$ cat src/rtl/core/z80ild_pkg.sv
// Package with opcode codes, variant codes and length tables of the length decoder.
package z80ild_pkg;

  localparam int unsigned BYTE_W = 8;
  localparam int unsigned LEN_W  = 3;
  localparam int unsigned VAR_W  = 2;

  typedef logic [BYTE_W-1:0] byte_t;
  typedef logic [LEN_W-1:0]  len_t;
  typedef logic [VAR_W-1:0]  cpu_var_t;
  typedef logic [1:0]        tlen_t;

  // CPU variant codes; the reserved code decodes as Z80
  localparam cpu_var_t CPU_Z80  = 2'd0;
  localparam cpu_var_t CPU_8080 = 2'd1;
  localparam cpu_var_t CPU_Z180 = 2'd2;

  // Prefix and special opcodes
  localparam byte_t OP_PFX_CB  = 8'hCB;
  localparam byte_t OP_PFX_ED  = 8'hED;
  localparam byte_t OP_PFX_DD  = 8'hDD;
  localparam byte_t OP_PFX_FD  = 8'hFD;
  localparam byte_t ED_LD16_MASK = 8'hC7;
  localparam byte_t ED_LD16_CODE = 8'h43;
  localparam byte_t IX_DISP_LO = 8'h34;
  localparam byte_t IX_DISP_HI = 8'h36;
  localparam byte_t LD_MEM_DST_MASK = 8'hF8;
  localparam byte_t LD_MEM_DST_CODE = 8'h70;
  localparam byte_t ED_OUT0_SKIP = 8'h31;
  localparam byte_t ED_TST_BIT  = 8'h10;
  localparam byte_t ED_TST_CODE = 8'h74;

  // Lengths of opcodes 00-3F
  localparam tlen_t LOW_LEN [64] = '{
    2'd1,2'd3,2'd1,2'd1,2'd1,2'd1,2'd2,2'd1, 2'd1,2'd1,2'd1,2'd1,2'd1,2'd1,2'd2,2'd1,
    2'd2,2'd3,2'd1,2'd1,2'd1,2'd1,2'd2,2'd1, 2'd2,2'd1,2'd1,2'd1,2'd1,2'd1,2'd2,2'd1,
    2'd2,2'd3,2'd3,2'd1,2'd1,2'd1,2'd2,2'd1, 2'd2,2'd1,2'd3,2'd1,2'd1,2'd1,2'd2,2'd1,
    2'd2,2'd3,2'd3,2'd1,2'd1,2'd1,2'd2,2'd1, 2'd2,2'd1,2'd3,2'd1,2'd1,2'd1,2'd2,2'd1
  };

  // Lengths of opcodes C0-FF; zero marks a prefix slot
  localparam tlen_t HIGH_LEN [64] = '{
    2'd1,2'd1,2'd3,2'd3,2'd3,2'd1,2'd2,2'd1, 2'd1,2'd1,2'd3,2'd0,2'd3,2'd3,2'd2,2'd1,
    2'd1,2'd1,2'd3,2'd2,2'd3,2'd1,2'd2,2'd1, 2'd1,2'd1,2'd3,2'd2,2'd3,2'd0,2'd2,2'd1,
    2'd1,2'd1,2'd3,2'd1,2'd3,2'd1,2'd2,2'd1, 2'd1,2'd1,2'd3,2'd1,2'd3,2'd0,2'd2,2'd1,
    2'd1,2'd1,2'd3,2'd1,2'd3,2'd1,2'd2,2'd1, 2'd1,2'd1,2'd3,2'd1,2'd3,2'd0,2'd2,2'd1
  };

endpackage

$ cat src/rtl/core/z80ild_if.sv
// Request and result channel interfaces of the length decoder.
interface z80ild_in_if;
  logic       valid;
  logic       ready;
  logic [7:0] first_byte;
  logic [7:0] second_byte;

  modport source (output valid, output first_byte, output second_byte, input ready);
  modport sink   (input valid, input first_byte, input second_byte, output ready);
endinterface

interface z80ild_out_if;
  logic       valid;
  logic       ready;
  logic [2:0] length_bytes;

  modport source (output valid, output length_bytes, input ready);
  modport sink   (input valid, input length_bytes, output ready);
endinterface

$ cat src/rtl/core/z80ild_decode.sv
// Combinational length decode for the Z80, 8080 and Z180 rule sets.
module z80ild_decode (
  input  z80ild_pkg::cpu_var_t cpu_variant,
  input  z80ild_pkg::byte_t    first_byte,
  input  z80ild_pkg::byte_t    second_byte,
  output z80ild_pkg::len_t     length_bytes
);
  import z80ild_pkg::*;

  len_t  len_z80;
  len_t  len_8080;
  len_t  len_z180;
  len_t  low_b1;
  len_t  high_b1;
  len_t  low_b2;
  len_t  high_b2;
  logic  mem_src;
  logic  mem_dst;
  logic  disp_op;
  logic  ed_z180_hit;
  len_t  ed_z180_len;

  // Table lookups for both bytes
  assign low_b1  = {1'b0, LOW_LEN[first_byte[5:0]]};
  assign high_b1 = {1'b0, HIGH_LEN[first_byte[5:0]]};
  assign low_b2  = {1'b0, LOW_LEN[second_byte[5:0]]};
  assign high_b2 = {1'b0, HIGH_LEN[second_byte[5:0]]};

  assign mem_src = (second_byte[2:0] == 3'd6);
  assign mem_dst = ((second_byte & LD_MEM_DST_MASK) == LD_MEM_DST_CODE);
  assign disp_op = (second_byte >= IX_DISP_LO) && (second_byte <= IX_DISP_HI);

  // Z80 rules
  always_comb begin
    len_z80 = 3'd1;
    case (first_byte[7:6])
      2'd0: len_z80 = low_b1;
      2'd3: begin
        if (first_byte == OP_PFX_CB) begin
          len_z80 = 3'd2;
        end else if (first_byte == OP_PFX_ED) begin
          len_z80 = ((second_byte & ED_LD16_MASK) == ED_LD16_CODE) ? 3'd4 : 3'd2;
        end else if (first_byte == OP_PFX_DD || first_byte == OP_PFX_FD) begin
          case (second_byte[7:6])
            2'd0: len_z80 = low_b2 + 3'd1 + {2'b00, disp_op};
            2'd3: len_z80 = (second_byte == OP_PFX_CB) ? 3'd4 : high_b2 + 3'd1;
            default: len_z80 = (mem_src != mem_dst) ? 3'd3 : 3'd2;
          endcase
        end else begin
          len_z80 = high_b1;
        end
      end
      default: len_z80 = 3'd1;
    endcase
  end

  // 8080 rules: JR slots are NOP, prefix slots are JP or CALL
  always_comb begin
    len_8080 = 3'd1;
    case (first_byte[7:6])
      2'd0: len_8080 = (first_byte[2:0] == 3'd0) ? 3'd1 : low_b1;
      2'd3: len_8080 = (high_b1 == 3'd0) ? 3'd3 : high_b1;
      default: len_8080 = 3'd1;
    endcase
  end

  // Z180 additions: IN0/OUT0 and TST/TSTIO
  always_comb begin
    ed_z180_hit = 1'b0;
    ed_z180_len = 3'd2;
    if (first_byte == OP_PFX_ED) begin
      if (second_byte[7:6] == 2'd0) begin
        ed_z180_hit = 1'b1;
        ed_z180_len = (second_byte[2:1] == 2'b00 && second_byte != ED_OUT0_SKIP)
                      ? 3'd3 : 3'd2;
      end else if (second_byte[7:6] == 2'd1 &&
                   (second_byte | ED_TST_BIT) == ED_TST_CODE) begin
        ed_z180_hit = 1'b1;
        ed_z180_len = 3'd3;
      end
    end
    len_z180 = ed_z180_hit ? ed_z180_len : len_z80;
  end

  // Select by variant
  always_comb begin
    case (cpu_variant)
      CPU_8080: length_bytes = len_8080;
      CPU_Z180: length_bytes = len_z180;
      default:  length_bytes = len_z80;
    endcase
  end

endmodule

$ cat src/rtl/core/z80_instruction_length_decoder_core.sv
// Top level of the instruction length decoder: input register, decode, result register.
//
//  channel | direction | payload                      | handshake
//  in_req  | in        | first_byte[8], second_byte[8] | valid/ready
//  out_rsp | out       | length_bytes[3]               | valid/ready
//  cfg     | in        | cpu_variant[2]                | cfg_wr_en
//
// One request per cycle sustained while results are taken; an accepted request passes
// through the input register, then is decoded into the result register.
// Reset (rst_n low, synchronous) empties both registers and selects Z80 rules.
// A stalled result holds; the input register still takes one more request.
module z80_instruction_length_decoder_core (
  input  logic                   clk,
  input  logic                   rst_n,
  z80ild_in_if.sink              in_req,
  z80ild_out_if.source           out_rsp,
  input  logic                   cfg_wr_en,
  input  z80ild_pkg::cpu_var_t   cfg_wr_data
);
  import z80ild_pkg::*;

  cpu_var_t cpu_variant_r;
  logic     in_vld_r;
  byte_t    first_r;
  byte_t    second_r;
  logic     out_vld_r;
  len_t     len_r;
  len_t     len_nxt;
  logic     out_load;
  logic     in_load;

  // Advance when the next stage is empty or draining
  assign out_load     = !out_vld_r || out_rsp.ready;
  assign in_load      = !in_vld_r || out_load;
  assign in_req.ready = in_load;

  // Hold the rule-set select
  always_ff @(posedge clk) begin
    if (!rst_n) begin
      cpu_variant_r <= CPU_Z80;
    end else if (cfg_wr_en) begin
      cpu_variant_r <= cfg_wr_data;
    end
  end

  // Capture the request
  always_ff @(posedge clk) begin
    if (!rst_n) begin
      in_vld_r <= 1'b0;
    end else if (in_load) begin
      in_vld_r <= in_req.valid;
    end
  end

  always_ff @(posedge clk) begin
    if (in_load && in_req.valid) begin
      first_r  <= in_req.first_byte;
      second_r <= in_req.second_byte;
    end
  end

  z80ild_decode u_decode (
    .cpu_variant  (cpu_variant_r),
    .first_byte   (first_r),
    .second_byte  (second_r),
    .length_bytes (len_nxt)
  );

  // Register the result
  always_ff @(posedge clk) begin
    if (!rst_n) begin
      out_vld_r <= 1'b0;
    end else if (out_load) begin
      out_vld_r <= in_vld_r;
    end
  end

  always_ff @(posedge clk) begin
    if (out_load && in_vld_r) begin
      len_r <= len_nxt;
    end
  end

  assign out_rsp.valid        = out_vld_r;
  assign out_rsp.length_bytes = len_r;

endmodule

$ cat src/flat_wrapper.sv
// flat-port wrapper written by rule: the top's interface ports become plain ports
module z80_instruction_length_decoder_core_flat import z80ild_pkg::*;
  (clk, rst_n, cfg_wr_en, cfg_wr_data, in_req_valid, in_req_first_byte, in_req_second_byte, in_req_ready, out_rsp_valid, out_rsp_length_bytes, out_rsp_ready);
  z80ild_in_if in_req_i ();
  z80ild_out_if out_rsp_i ();
  input  logic clk;
  input  logic rst_n;
  input  logic cfg_wr_en;
  input  z80ild_pkg::cpu_var_t cfg_wr_data;
  input wire logic [$bits(in_req_i.valid)-1:0] in_req_valid;
  input wire logic [$bits(in_req_i.first_byte)-1:0] in_req_first_byte;
  input wire logic [$bits(in_req_i.second_byte)-1:0] in_req_second_byte;
  output wire logic [$bits(in_req_i.ready)-1:0] in_req_ready;
  output wire logic [$bits(out_rsp_i.valid)-1:0] out_rsp_valid;
  output wire logic [$bits(out_rsp_i.length_bytes)-1:0] out_rsp_length_bytes;
  input wire logic [$bits(out_rsp_i.ready)-1:0] out_rsp_ready;
  assign in_req_i.valid = in_req_valid;
  assign in_req_i.first_byte = in_req_first_byte;
  assign in_req_i.second_byte = in_req_second_byte;
  assign in_req_ready = in_req_i.ready;
  assign out_rsp_valid = out_rsp_i.valid;
  assign out_rsp_length_bytes = out_rsp_i.length_bytes;
  assign out_rsp_i.ready = out_rsp_ready;
  z80_instruction_length_decoder_core u_core (.clk(clk), .rst_n(rst_n), .in_req(in_req_i), .out_rsp(out_rsp_i), .cfg_wr_en(cfg_wr_en), .cfg_wr_data(cfg_wr_data));
endmodule
$ cat config.mk
export PLATFORM = sky130hd
export DESIGN_NAME = z80_instruction_length_decoder_core_flat
export DESIGN_NICKNAME = d
export VERILOG_FILES = /design/src/rtl/core/z80ild_pkg.sv /design/src/rtl/core/z80ild_if.sv /design/src/rtl/core/z80ild_decode.sv /design/src/rtl/core/z80_instruction_length_decoder_core.sv /design/src/flat_wrapper.sv
export SDC_FILE = /design/constraint.sdc
export NUM_CORES = 1
export LEC_CHECK = 0
export ABC_AREA = 1
export BUFFER_PORTS_ARGS = -buffer_cell sky130_fd_sc_hd__buf_2
export CORE_UTILIZATION = 55
export CTS_BUF_LIST = sky130_fd_sc_hd__clkbuf_4 sky130_fd_sc_hd__clkbuf_8
export CTS_CLUSTER_DIAMETER = 100
export DETAILED_ROUTE_END_ITERATION = 12
export PLACE_DENSITY = 0.89
export SYNTH_ARGS = -nofsm -noshare
export SYNTH_HDL_FRONTEND = slang
export SYNTH_SLANG_ARGS = --single-unit
$ cat constraint.sdc
create_clock -name clk -period 5.31 [get_ports clk]
set_clock_uncertainty 0.05 [all_clocks]
set_input_delay 1.593 -clock clk [delete_from_list [all_inputs] [get_ports clk]]
set_output_delay 1.593 -clock clk [all_outputs]
set_load 0.01 [all_outputs]
* Word-level counts from Yosys, hierarchy flattened
Memory sizes are Yosys's and may differ from the RTL's.
Index checks and enable logic that the tools add are counted.
** Storage, ports and cells
- Bits in registers :: 23
- Memory bits (read-only) :: 512
- Bits of input ports :: 23
- Output and inout bits :: 5
- Word-level logic and storage cells :: 78
- Memories kept :: 4
** Operators by class
- Add/subtract/negate cells :: 3
- Magnitude comparators :: 4
- Equality and inequality tests :: 16
- Mux-type cells :: 28
- Bitwise gates (word level) :: 2
- Reductions and logical operators :: 15
** Memories
- (no name shown) :: words 64, bits a word 2, rd ports 1, clocked after memory_dff 0, write ports 0, line z80ild_decode.sv:27 : assign high_b2 = {1'b0, HIGH_LEN[second_byte[5:0]]};
- (no name shown) :: words 64, bits a word 2, rd ports 1, clocked after memory_dff 0, write ports 0, line z80ild_decode.sv:26 : assign low_b2 = {1'b0, LOW_LEN[second_byte[5:0]]};
- (no name shown) :: words 64, bits a word 2, rd ports 1, clocked after memory_dff 0, write ports 0, line z80ild_decode.sv:25 : assign high_b1 = {1'b0, HIGH_LEN[first_byte[5:0]]};
- (no name shown) :: words 64, bits a word 2, rd ports 1, clocked after memory_dff 0, write ports 0, line z80ild_decode.sv:24 : assign low_b1 = {1'b0, LOW_LEN[first_byte[5:0]]};
** Operator list (number)
- $eq A8 B8 Y1 const B :: 5
- $mux W2 :: 10
- $mux W3 :: 6
- $pmux W3 S2 :: 3
- $ge A7 B7 Y1 const B :: 2
- $not A6 Y7 :: 2
- $eq A5 B4 Y1 const B :: 2
- $ge A8 B6 Y1 const B :: 1
- $le A8 B6 Y1 const B :: 1
- $mux W1 :: 8
- $ne A8 B6 Y1 const B :: 1
- $eq A7 B6 Y1 const B :: 1
- $add A2 B1 Y3 const B :: 2
- $eq A2 B2 Y1 const B :: 3
- $logic_not A2 Y1 :: 3
- $logic_not A3 Y1 :: 2
- $logic_and A1 B1 Y1 :: 5
- $eq A2 B1 Y1 const B :: 2
- $pmux W2 S2 :: 1
- $add A3 B1 Y3 :: 1
- $eq A3 B3 Y1 const B :: 1
- $logic_or A1 B1 Y1 :: 3
- $logic_not A1 Y1 :: 2
- $ne A1 B1 Y1 :: 1

* Depth between registers and ports, before layout
- Word-level depth :: 13
- Mapped depth :: 18

* Hierarchy
Synthesis repeated with hierarchy kept, for this count alone.
** Second synthesis, totals
- Cells, all modules :: 239
- Area total of the unflattened synthesis :: 1809.2 µm²
** Modules (own cells, without submodules)
- z80ild_decode :: times used 1, cells each 198, area each 1074.8 µm², sequential area each 0.0 µm²
- z80_instruction_length_decoder_core :: times used 1, cells each 41, area each 734.5 µm², sequential area each 650.6 µm²

* Worst setup path after synthesis
OpenSTA, ideal clock, no wires.
- Path kind :: input to output
- Start :: in out_rsp_ready
- End :: out in_req_ready
- Data arrival time :: 1796 ps
- Data required time :: 3667 ps
- Path slack :: 1871 ps
- Stages :: 2
- Path buffers :: 0
- Cell sequence :: inv_1 > nand3_1
** On the way
- Cells in the longest elaborated chain, start to end :: 2
** RTL lines
- from (decl) :: line flat_wrapper.sv:16 : input wire logic [$bits(out_rsp_i.ready)-1:0] out_rsp_ready;
- $logic_or A1 B1 Y1 :: line z80_instruction_length_decoder_core.sv:33 : assign out_load = !out_vld_r || out_rsp.ready;
- $logic_or A1 B1 Y1 :: line z80_instruction_length_decoder_core.sv:34 : assign in_load = !in_vld_r || out_load;
- to (decl) :: line flat_wrapper.sv:13 : output wire logic [$bits(in_req_i.ready)-1:0] in_req_ready;
No other way between the ends.

* Final worst setup path
Ends and elaborated chain as after synthesis.

==> impl_metrics.ini <==
[clock_tree]
clkTransAtPathRegs_ns = 0.11
cts_htree_levels = 1
clock_path_buffers = 2
clk_latency_ns = 0.30
cts_tree = yes
postCtsHoldBufs = 0
numCtsBuffers = 3
clock-sinks = 23
cts_resized = 0
post_cts_buffers = 0
cts_root_buffer = clkbuf_4

[synthesis]
async_flop_share_pct = 0
synthCells = 258
yosys.cell_count.top_type = nand2_1
yosys_warnings = 0
synth_ff_type = edfxtp_1
synth-seq-area-share_pct = 34.6
synth_seq_cells = 23
syn_avg_cell_area_um2 = 7.28
syn-num-nets = 301
synth.distinct_cells = 32
synth.top_cell.area_share_pct = 30.4
yosysTopAreaCell = edfxtp_1
netlist_area_um2 = 1880
synth_edf_count = 19
yosys-top-cells-area = edfxtp_1, nand2_1, ha_1
synthTopCellsByCount = nand2_1, inv_1, nand3_1

[route]
ant_nets = 0
drt_wl_total_um = 3720
drc = 0
first_pass_iters = 4
wl_per_cell_um = 11.3
vias_per_cell = 5.20
drtIter0Drc = 92
vias = 1717

[timing]
slew_viol_final = 0
period_needed_ns = 3.72
hold_violations = 0
grt_setup_unrepaired = no
fin_setup_tns_ns = 0
tightest_slew_ns = 0.592
post-route-period-util_pct = 70.1
setup_violations = 0
clock.fmax_mhz = 269
worst_slew_margin_rel_pct = 60.5

[global_route]
grt_max_degree = 17
grt_pass1_vias = 1484
grtUsageTotal_pct = 22.0
grt_pass1_wl_um = 6090
antenna_found_initial = 0
grt_overflow = 0

[final_layout]
seq_area_um2 = 651
final_nets = 330
multi_input_area_um2 = 1020
finalNonFillerCells = 330
antenna_cells = 0
drive_gt1_share_pct = 15.7
area_growth_pct = 10.3
fillers = 276

[power]
powerDensity_nw_per_um2 = 191
p_leak_nw = 1.06
vdd_drop_max_mv = 0.173

[job]
drv_cap = 0

[critical_path]
worstSetupStartpointType = input port
crit_fanout = 3
slowest_delay_ns = 0.16
required_ns = 3.67
arrival_ns = 2.08
crit_type = input port to output port
cp_cell_sequence = buf_2, inv_1, nand3_1, buf_2
critPathMostFrequentCell = buf_2
slowest_stage = buf_2
cp-end-kind = output port

[placement]
place_congestion = 0.891
place_hpwl_um = 2930
io_buffers = 27
dp.cells = 326

[die]
fp.coreArea_um2 = 3150
die_h_um = 60.4
die_area_um2 = 3650
num_rows = 20
pin_count = 28
die_w_um = 60.4
start_util_pct = 59.6

[run_status]
status = complete, no violations

[hold_path]
hold_class = flip-flop to flip-flop
-- final timing paths --
check	startpoint	end	slack, ns	depth (start not counted)
hold reg to reg	u_core.cpu_variant_r[0]	u_core.cpu_variant_r[0]	0.45	2
hold / removal	u_core.cpu_variant_r[0]	u_core.cpu_variant_r[0]	0.45	2
setup / recovery	out_rsp_ready	in_req_ready	1.59	4
setup reg to reg	u_core.second_r[6]	u_core.out_rsp.length_bytes[1]	2.60	16
-- flip-flops by register name (all words and copies together) (netlist names) --
signal	count
u_core.first_r	8
u_core.cpu_variant_r	2
u_core.second_r	8
u_core.out_rsp.length_bytes	3
u_core.in_vld_r	1
u_core.out_rsp.valid	1
-- where the power goes --
part / internal (W) / total [W] / switching [W]
registers: 0.000208 / 0.000221 / 0.0000129
clock network: 0.0000344 / 0.0000832 / 0.0000488
logic: 0.0000356 / 0.0000913 / 0.0000558
-- routing by layer --
metal	up-vias	GRT usage [%]	part of all wire, %
met5	-	0	0
met4	0	7.79	1.5
met1	764	29.2	45
li1	884	-	-
met2	62	37.4	48
met3	7	2.35	5.4
-- layout by cell type, fill, tap and decap left out --
master,n
nor3_1,3
edfxtp_1,19
o32ai_1,1
and2_1,1
o21a_1,1
clkbuf_4,4
o21ai_0,11
nor2_2,3
o21bai_1,1
ha_1,20
nand3_2,1
inv_2,4
o22ai_1,1
a21oi_2,1
buf_2,27
a21boi_0,1
nor2_1,18
nand2_1,75
a2111oi_0,1
a21oi_1,13
clkinv_1,1
nand2_2,1
inv_1,41
nor2_4,1
o31ai_1,1
nand2_4,1
inv_4,1
o2111ai_1,2
nand4_1,1
nand3_1,25
dfxtp_1,4
nand4_2,1
-- critical path, delay by kind of cell --
family        cells  cell delay (ns)
buf+inv           3             0.36
simple gates      1             0.12
-- through the flow --
step	total power (W)	area (um^2)	hold WS [ns]	utilization, %	setup WS (ns)
after global placement	0.000310	2040	0.420	64.8	1.66
after detailed placement	0.000314	2040	0.441	64.8	1.65
final	0.000395	2070	0.453	65.7	1.59
after global routing	0.000418	2070	0.498	65.7	1.56
after CTS	0.000394	2070	0.460	65.7	1.60
after floorplan	0.000289	1880	0.397	-	1.87
-- cell families (layout without fill, tap and decap cells) --
group           after synthesis  after routing  synth area share (%)
compound gates               34             34                  10.7
fa+ha+maj                    20             20                  13.3
buf+inv                      50             78                  10.9
flops                        23             23                  34.6
simple gates                131            131                  30.4
-- final cells by class --
cell class / count / share of cell area, %
Clock buffer: 4 / 1.45
Sequential cell: 23 / 31.4
Timing Repair Buffer: 27 / 6.52
Tap cell: 44 / 2.66
Multi-Input combinational cell: 185 / 49.3
Inverter: 47 / 8.64
Power figures use the tool's default switching activity.
